File: src/rtl/euler_zyx_rotation_matrix_macros.svh
`ifndef EULER_ZYX_ROTATION_MATRIX_MACROS_SVH
`define EULER_ZYX_ROTATION_MATRIX_MACROS_SVH
`ifndef SYNTHESIS
`define EZR_ASSERT(lbl, prop) \
    lbl: assert property (@(posedge i_clk) disable iff (!i_rst_n) prop) else $error("lbl");
`define EZR_NEVER(lbl, cond) \
    lbl: assert property (@(posedge i_clk) disable iff (!i_rst_n) !(cond)) else $error("lbl");
`else
`define EZR_ASSERT(lbl, prop)
`define EZR_NEVER(lbl, cond)
`endif
`endif

File: src/rtl/ezr_pkg.sv
package ezr_pkg;

    localparam int FRAC_BITS = 16;
    localparam int ANG_W     = FRAC_BITS + 3;
    localparam int OUT_W     = FRAC_BITS + 2;
    localparam int WF        = 32;
    localparam int TF        = FRAC_BITS + 1;
    localparam int TV_W      = TF + 2;
    localparam int SUM_W     = TV_W + 1;
    localparam int CW        = WF + 4;
    localparam int N_ITER    = 32;
    localparam int IDX_W     = $clog2(N_ITER);
    localparam int N_AX      = 3;

    localparam logic signed [CW-1:0] GAIN   = CW'(64'h9B74EDA8);
    localparam logic signed [CW-1:0] T_ONE  = CW'(64'sd1 <<< TF);
    localparam logic signed [CW-1:0] T_HALF = CW'(64'sd1 <<< (WF - TF - 1));

    typedef logic signed [CW-1:0]   t_cw;
    typedef logic signed [TV_W-1:0] t_tv;
    typedef logic signed [SUM_W-1:0] t_sum;
    typedef logic signed [OUT_W-1:0] t_out;

    typedef struct packed {
        t_cw x;
        t_cw y;
        t_cw z;
    } t_rot;

    typedef struct packed {
        logic                  vld;
        logic [N_AX-1:0][2:0]  q;
        t_rot [N_AX-1:0]       r;
    } t_cstage;

    typedef struct packed {
        logic vld;
        t_tv  sz;
        t_tv  cz;
        t_tv  sy;
        t_tv  cy;
        t_tv  sx;
        t_tv  cx;
    } t_trig;

    function automatic t_cw half_pi_mult(input logic [2:0] q);
        case (q)
            3'd0:    half_pi_mult = '0;
            3'd1:    half_pi_mult = CW'(64'h1921FB544);
            3'd2:    half_pi_mult = CW'(64'h3243F6A88);
            3'd3:    half_pi_mult = CW'(64'h4B65F1FCC);
            3'd4:    half_pi_mult = CW'(64'h6487ED510);
            3'd5:    half_pi_mult = CW'(64'h7DA9E8A54);
            default: half_pi_mult = '0;
        endcase
    endfunction

    function automatic logic [WF-1:0] atan_tab(input logic [IDX_W-1:0] i);
        case (i)
            5'd0:    atan_tab = 32'hC90FDAA2;
            5'd1:    atan_tab = 32'h76B19C16;
            5'd2:    atan_tab = 32'h3EB6EBF2;
            5'd3:    atan_tab = 32'h1FD5BA9B;
            5'd4:    atan_tab = 32'h0FFAADDC;
            5'd5:    atan_tab = 32'h07FF556F;
            5'd6:    atan_tab = 32'h03FFEAAB;
            5'd7:    atan_tab = 32'h01FFFD55;
            5'd8:    atan_tab = 32'h00FFFFAB;
            5'd9:    atan_tab = 32'h007FFFF5;
            5'd10:   atan_tab = 32'h003FFFFF;
            default: atan_tab = 32'h1 << (6'd32 - {1'b0, i});
        endcase
    endfunction

    function automatic t_tv mul_t(input t_tv a, input t_tv b);
        logic signed [2*TV_W-1:0] p;
        p = a * b;
        p = p + (2*TV_W)'(64'sd1 <<< (TF - 1));
        mul_t = p[TF +: TV_W];
    endfunction

    function automatic t_out finish(input t_sum v);
        logic signed [SUM_W-1:0] r;
        r = (v + SUM_W'(1)) >>> 1;
        if (r > SUM_W'(64'sd1 <<< FRAC_BITS)) begin
            r = SUM_W'(64'sd1 <<< FRAC_BITS);
        end else if (r < -SUM_W'(64'sd1 <<< FRAC_BITS)) begin
            r = -SUM_W'(64'sd1 <<< FRAC_BITS);
        end
        finish = r[OUT_W-1:0];
    endfunction

endpackage

File: src/rtl/ezr_cordic_cell.sv
module ezr_cordic_cell (
    input  logic                         i_clk,
    input  logic                         i_rst_n,
    input  logic                         i_en,
    input  logic [ezr_pkg::IDX_W-1:0]    i_idx,
    input  ezr_pkg::t_cstage             i_st,
    output ezr_pkg::t_cstage             o_st
);
    import ezr_pkg::*;

    t_cstage r_st;
    t_cstage n_st;
    t_cw     w_t;

    assign w_t = CW'(atan_tab(i_idx));

    always_comb begin
        n_st     = i_st;
        for (int j = 0; j < N_AX; j++) begin
            if (!i_st.r[j].z[CW-1]) begin
                n_st.r[j].x = i_st.r[j].x - (i_st.r[j].y >>> i_idx);
                n_st.r[j].y = i_st.r[j].y + (i_st.r[j].x >>> i_idx);
                n_st.r[j].z = i_st.r[j].z - w_t;
            end else begin
                n_st.r[j].x = i_st.r[j].x + (i_st.r[j].y >>> i_idx);
                n_st.r[j].y = i_st.r[j].y - (i_st.r[j].x >>> i_idx);
                n_st.r[j].z = i_st.r[j].z + w_t;
            end
        end
    end

    always_ff @(posedge i_clk) begin
        if (!i_rst_n) begin
            r_st.vld <= 1'b0;
        end else if (i_en) begin
            r_st.vld <= n_st.vld;
        end
        if (i_en) begin
            r_st.q <= n_st.q;
            r_st.r <= n_st.r;
        end
    end

    assign o_st = r_st;

endmodule

File: config.mk
export PLATFORM = sky130hd
export DESIGN_NAME = ezr_cordic_cell
export DESIGN_NICKNAME = d
export VERILOG_FILES = /design/src/rtl/euler_zyx_rotation_matrix_macros.svh /design/src/rtl/ezr_pkg.sv /design/src/rtl/ezr_cordic_cell.sv
export SDC_FILE = /design/constraint.sdc
export NUM_CORES = 2
export LEC_CHECK = 0
export BUFFER_PORTS_ARGS = -buffer_cell sky130_fd_sc_hd__buf_2
export CAP_MARGIN = 15
export CORE_MARGIN = 2
export CORE_UTILIZATION = 60
export DETAILED_ROUTE_END_ITERATION = 8
export GPL_TIMING_DRIVEN = 0
export HOLD_SLACK_MARGIN = 0.12
export PLACE_DENSITY = 0.83
export RECOVER_POWER = 50
export SETUP_SLACK_MARGIN = 0.15
export SYNTH_ARGS = -nofsm -noshare
export SYNTH_HDL_FRONTEND = slang
export SYNTH_SLANG_ARGS = --single-unit
File: constraint.sdc
create_clock -name i_clk -period 10 [get_ports i_clk]
set_clock_uncertainty 0.2 [all_clocks]
set_input_delay 0 -clock i_clk [delete_from_list [all_inputs] [get_ports i_clk]]
set_output_delay 0 -clock i_clk [all_outputs]
set_load 0.01 [all_outputs]
==> results of run 1 <==
-- cell families after synthesis --
kind of cell | Yosys count
DFF | 334
buffers and inverters | 432
xor gates and xnor gates | 502
muxes | 614
AOI/OAI and AO/OA | 1602
and+or+nand+nor | 1556
adders and majority gates | 335
-- cells in the mapped netlist (34+ instances only) --
cell type | count | area share (%)
a211oi_1 | 47 | 0.72
a21o_1 | 145 | 2.2
a21oi_1 | 451 | 4.6
a31oi_1 | 106 | 1.3
and2_1 | 49 | 0.62
and3_1 | 50 | 0.63
buf_2 | 71 | 0.72
buf_6 | 40 | 0.91
clkbuf_1 | 109 | 0.83
edfxtp_1 | 333 | 20
ha_1 | 326 | 8.3
inv_1 | 117 | 0.89
mux2_2 | 126 | 2.9
mux2i_1 | 208 | 4.2
mux4_1 | 37 | 2.0
mux4_2 | 237 | 11
nand2_1 | 441 | 3.4
nand2b_1 | 66 | 0.84
nand3_1 | 88 | 0.89
nand4_1 | 34 | 0.43
nor2_1 | 463 | 3.5
nor2b_1 | 56 | 0.71
nor3_1 | 108 | 1.1
o211ai_1 | 35 | 0.53
o21a_1 | 77 | 1.2
o21ai_0 | 296 | 3.0
o21bai_1 | 42 | 0.64
o22ai_1 | 57 | 0.72
xnor2_1 | 315 | 5.6
xor2_1 | 185 | 3.3
-- through the flow --
stage / std cells / cell area [um^2] / setup TNS, ns / hold WS [ns]
after floorplan: 5375 / 49300 / 0 / -0.101
after global placement: 7116 / 54000 / -416.38 / -0.0234
after detailed placement: 7136 / 54400 / -240.79 / -0.0217
after CTS: 7682 / 60400 / 0 / 0.123
-- timing repair --
action                     CTS
hold endpoints to repair   424
gates resized for setup     13
setup endpoints to repair  119
pin swaps                    0
hold buffers               483
-- per-layer routing --
metal | GRT overflow | track usage [%]
met1 | 3 | 79.7
met2 | 33 | 95.4
met3 | 10 | 70.2
met4 | 41 | 85.7
met5 | 2 | 49.5
==> impl_metrics.toml, run 1 <==
[cts]
cts_made_buffers = 38
cts_buffer_depth = 3
cts_root_buffer = "clkbuf_16"
htreeDepth = 2
cts.sinks = 334
post_cts_buffers = 0

[global_route]
grt_pass1_vias = 69400
grt_max_degree = 129
overflow = 89
grt_usage_pct = 82.0
grt_pass1_wl_um = 507000

[logic_synthesis]
synth-edff-count = 333
synth_ff_type = "edfxtp_1"
synth_compound_area_share_pct = 21.3
async_flop_share_pct = 0
synth_fa_ha_area_share_pct = 8.64
synth-seq-cells = 334
synthMuxAreaShare_pct = 20.1
synth_top_family_by_area = "compound AO/OA/AOI/OAI gates"
synth.distinct_cells = 126
syn-instance-count = 5375
syn_avg_cell_area_um2 = 9.17
yosys_warnings = 0
synthXorXnorAreaFrac_pct = 8.97
ys_seq_area_share_pct = 20.3
yosys.area_share.simple_pct = 15.5
syn_nets = 6052
netlist_area_mm2 = 0.0493

[floorplanning]
ioPinCount = 676
die_w_um = 291
die_y_um = 291
rows = 105
initial_core_util_pct = 60.3

[status]
firstError = "[ERROR GRT-0116] Global routing finished with congestion. Check the congestion regions in the DRC Viewer."
outcome = "did not finish"
haltStage = "global routing (5_1_grt)"

[placed_design]
portBuffers = 671
gp_congestion = 1.37
dp_slack_ns = -3.59
hpwl_um = 210000
==> run 2: changes to the inputs <==
--- a/config.mk
+++ b/config.mk
@@ -8,13 +8,11 @@
 export BUFFER_PORTS_ARGS = -buffer_cell sky130_fd_sc_hd__buf_2
 export CAP_MARGIN = 15
 export CORE_MARGIN = 2
-export CORE_UTILIZATION = 60
+export CORE_UTILIZATION = 40
 export DETAILED_ROUTE_END_ITERATION = 8
 export GPL_TIMING_DRIVEN = 0
-export HOLD_SLACK_MARGIN = 0.12
-export PLACE_DENSITY = 0.83
+export PLACE_DENSITY_LB_ADDON = 0.15
 export RECOVER_POWER = 50
-export SETUP_SLACK_MARGIN = 0.15
 export SYNTH_ARGS = -nofsm -noshare
 export SYNTH_HDL_FRONTEND = slang
 export SYNTH_SLANG_ARGS = --single-unit
==> run 2 against run 1 <==
The flow now finishes, with violations (capacitance limit, slew limit). Area after synthesis stayed put. Synthesized cell count did not move.
==> impl_metrics.toml, run 2 <==
[logic_synthesis]
synth_compound_area_share_pct = 21.3
synth-seq-cells = 334
synth_top_family_by_area = "compound AO/OA/AOI/OAI gates"
yosys.area_share.simple_pct = 15.5
netlist_area_mm2 = 0.0493
async_flop_share_pct = 0
synth_ff_type = "edfxtp_1"
synth.distinct_cells = 126
syn_avg_cell_area_um2 = 9.17
yosys-top-cells-area = "edfxtp_1, mux4_2, ha_1"
yosys_warnings = 0
synth.most_common_cell = "nor2_1"
syn_nets = 6052
synthXorXnorAreaFrac_pct = 8.97
netlist.area_leader.share_pct = 20.3
syn-instance-count = 5375
ys_top_cells_by_count = "nor2_1, a21oi_1, nand2_1"
synthMuxAreaShare_pct = 20.1
synth_fa_ha_area_share_pct = 8.64
yosysTopAreaCell = "edfxtp_1"
ys_seq_area_share_pct = 20.3
synth-edff-count = 333

[pwr]
irDropWorstVdd_mv = 0.160
power_density_mw_per_mm2 = 148
p_comb_share_pct = 59.2
switching_share_pct = 44.2
switchingPower_w = 0.00398
p_leak_nw = 24.4
intPower_w = 0.00502
pwr-share-seq_pct = 24.5
clockPowerShare_pct = 16.2

[layout]
final_cells = 8248
n_fill_cell = 11800
final_cell_mix = "nor2_1, dlygate4sd3_1, a21oi_1"
layout.cells.most_common = "nor2_1"
drive_above_1_share_pct = 16.7
area_growth_pct = 23.1
largest_reg_flops = 334
post-route-util_pct = 49.7
finalNetCount = 7247

[global_route]
grt_pass1_wl_um = 409000
grt_antenna_before_repair = 32
overflow = 0
grt_pass1_vias = 52600
grt_usage_pct = 45.9
grt_max_degree = 119

[sta]
setup_viol = 0
fmax_mhz = 100
slew_violations = 339
hold_viol_final = 0
rsz0062_at_grt = "no"
setup_ws_ns = 0.00970
maxSlewHeadroom_pct = -260
tightest_slew_ns = 5.40
fin_crit_sh_pct = 99.9
fin_crit_ns = 9.99

[placed_design]
hpwl_um = 233000
dp_slack_ns = -3.04
portBuffers = 671
dp_cells = 7703
gp_congestion = 1.12

[floorplanning]
die_w_um = 355
initial_core_util_pct = 40.4
ioPinCount = 676
rows = 128
placeableCoreArea_mm2 = 0.122
die_area_mm2 = 0.126
die_y_um = 355

[cts]
cts_buffer_depth = 3
cts_made_buffers = 41
post_cts_buffers = 0
cts.sinks = 334
clkLatencyLatePin_ns = 0.64
cts_tree = "built"
clk_pin_slew_ns = 0.06
htreeDepth = 2
cts_root_buffer = "clkbuf_16"

[status]
violations = "capacitance limit, slew limit"
outcome = "complete, but fails checks"

[drt]
drt-initial-drc-count = 7768
wl_per_cell_um = 36.4
totalWireLength_um = 301000
vias = 55600
drc = 0
dr.pass1.iters = 9
viasPerCell = 6.74
ant_nets = 0

[hold_path]
hp-class = "input port to flip-flop"

[setup_path]
cp_slowest_cell = "buf_2"
max_stage_delay_ns = 0.59
end_kind = "flip-flop"
critPathLaunchType = "input port"
arrival_ns = 10.18
crit_fanout = 19
path_class = "input port to flip-flop"
cp.required_ns = 10.19

[run]
cap_viol_max_count = 4
[run 2: layout make-up]
| cell class | count | area [um^2] | area share (%) |
|---|---|---|---|
| sequential | 334 | 10000 | 16.5 |
| clock inverter | 26 | 219 | 0.361 |
| antenna | 21 | 52.6 | 0.0866 |
| inverter | 119 | 447 | 0.736 |
| tap | 1625 | 2030 | 3.35 |
| multi-input combinational | 4609 | 36800 | 60.6 |
| buffer | 302 | 2090 | 3.44 |
| clock buffer | 49 | 1060 | 1.74 |
| timing repair buffer | 1163 | 8010 | 13.2 |
[run 2: cells by family (layout without fill, tap and decap cells)]
| family | Yosys count | in the layout |
|---|---|---|
| AND/OR/NAND/NOR | 1556 | 1556 |
| flip-flops | 334 | 334 |
| XOR/XNOR | 502 | 502 |
| buffers and inverters | 432 | 1659 |
| adder cells (fa/ha/maj) | 335 | 335 |
| AO/OA/AOI/OAI | 1602 | 1602 |
| multiplexers | 614 | 614 |
| other | 0 | 21 |
[run 2: what timing repair did]
item / CTS / global route
pin swaps: 0 / 0
gates resized for setup: 7 / 9
hold buffers: 452 / 0
endpoints found under the hold margin: 426 / 0
setup endpoints to repair: 110 / 18
[run 2: power by group through the flow]
stage / Clock, W / Sequential [W] / Combinational [W]
floorplan: 0 / 0.00241 / 0.00284
global placement: 0 / 0.00222 / 0.00480
detailed placement: 0 / 0.00221 / 0.00482
CTS: 0.00151 / 0.00219 / 0.00524
global route: 0.00154 / 0.00224 / 0.00561
finish: 0.00146 / 0.00221 / 0.00533
[run 2: layer usage]
metal | global-route usage [%] | share of wire [%] | wire length, um | vias up
met5 | 0.340 | 0.082 | 247 | -
met4 | 30.3 | 8.2 | 24700 | 34
met3 | 17.7 | 12 | 37400 | 1290
met2 | 68.4 | 42 | 126000 | 4285
met1 | 54.9 | 37 | 112000 | 26900
li1 | - | - | - | 23100
[run 2: final timing paths]
path	end	slack, ns	from	cells past startpoint
max reg2reg	o_st[333]	8.41	o_st[333]	3
min reg2reg	o_st[333]	0.96	o_st[333]	3
min	o_st[258]	0.01	i_st[258]	4
max	o_st[319]	0.01	i_idx[4]	30
[run 2: per-stage QoR]
| stage | area, um^2 | setup TNS (ns) | total power, W | hold WS [ns] |
|---|---|---|---|---|
| 2_1_floorplan | 49300 | 0 | 0.00525 | -0.101 |
| 3_3_place_gp | 54700 | -631.60 | 0.00702 | -0.0231 |
| 3_5_place_dp | 55200 | -191.27 | 0.00704 | -0.0214 |
| 4_1_cts | 61000 | 0 | 0.00893 | 0.00177 |
| 5_1_grt | 60600 | 0 | 0.00939 | 0.0410 |
| 6_report | 60700 | 0 | 0.00900 | 0.0146 |
[run 2: worst max-delay path: cells and delay by family]
family	cells	cell delay, ns
mux	1	0.15
xor+xnor	1	0.16
compound gates	6	1.66
fa+ha+maj	2	0.59
simple gates	7	1.90
buf+inv	13	5.57
No activity file was read; power rests on OpenSTA's default activity.
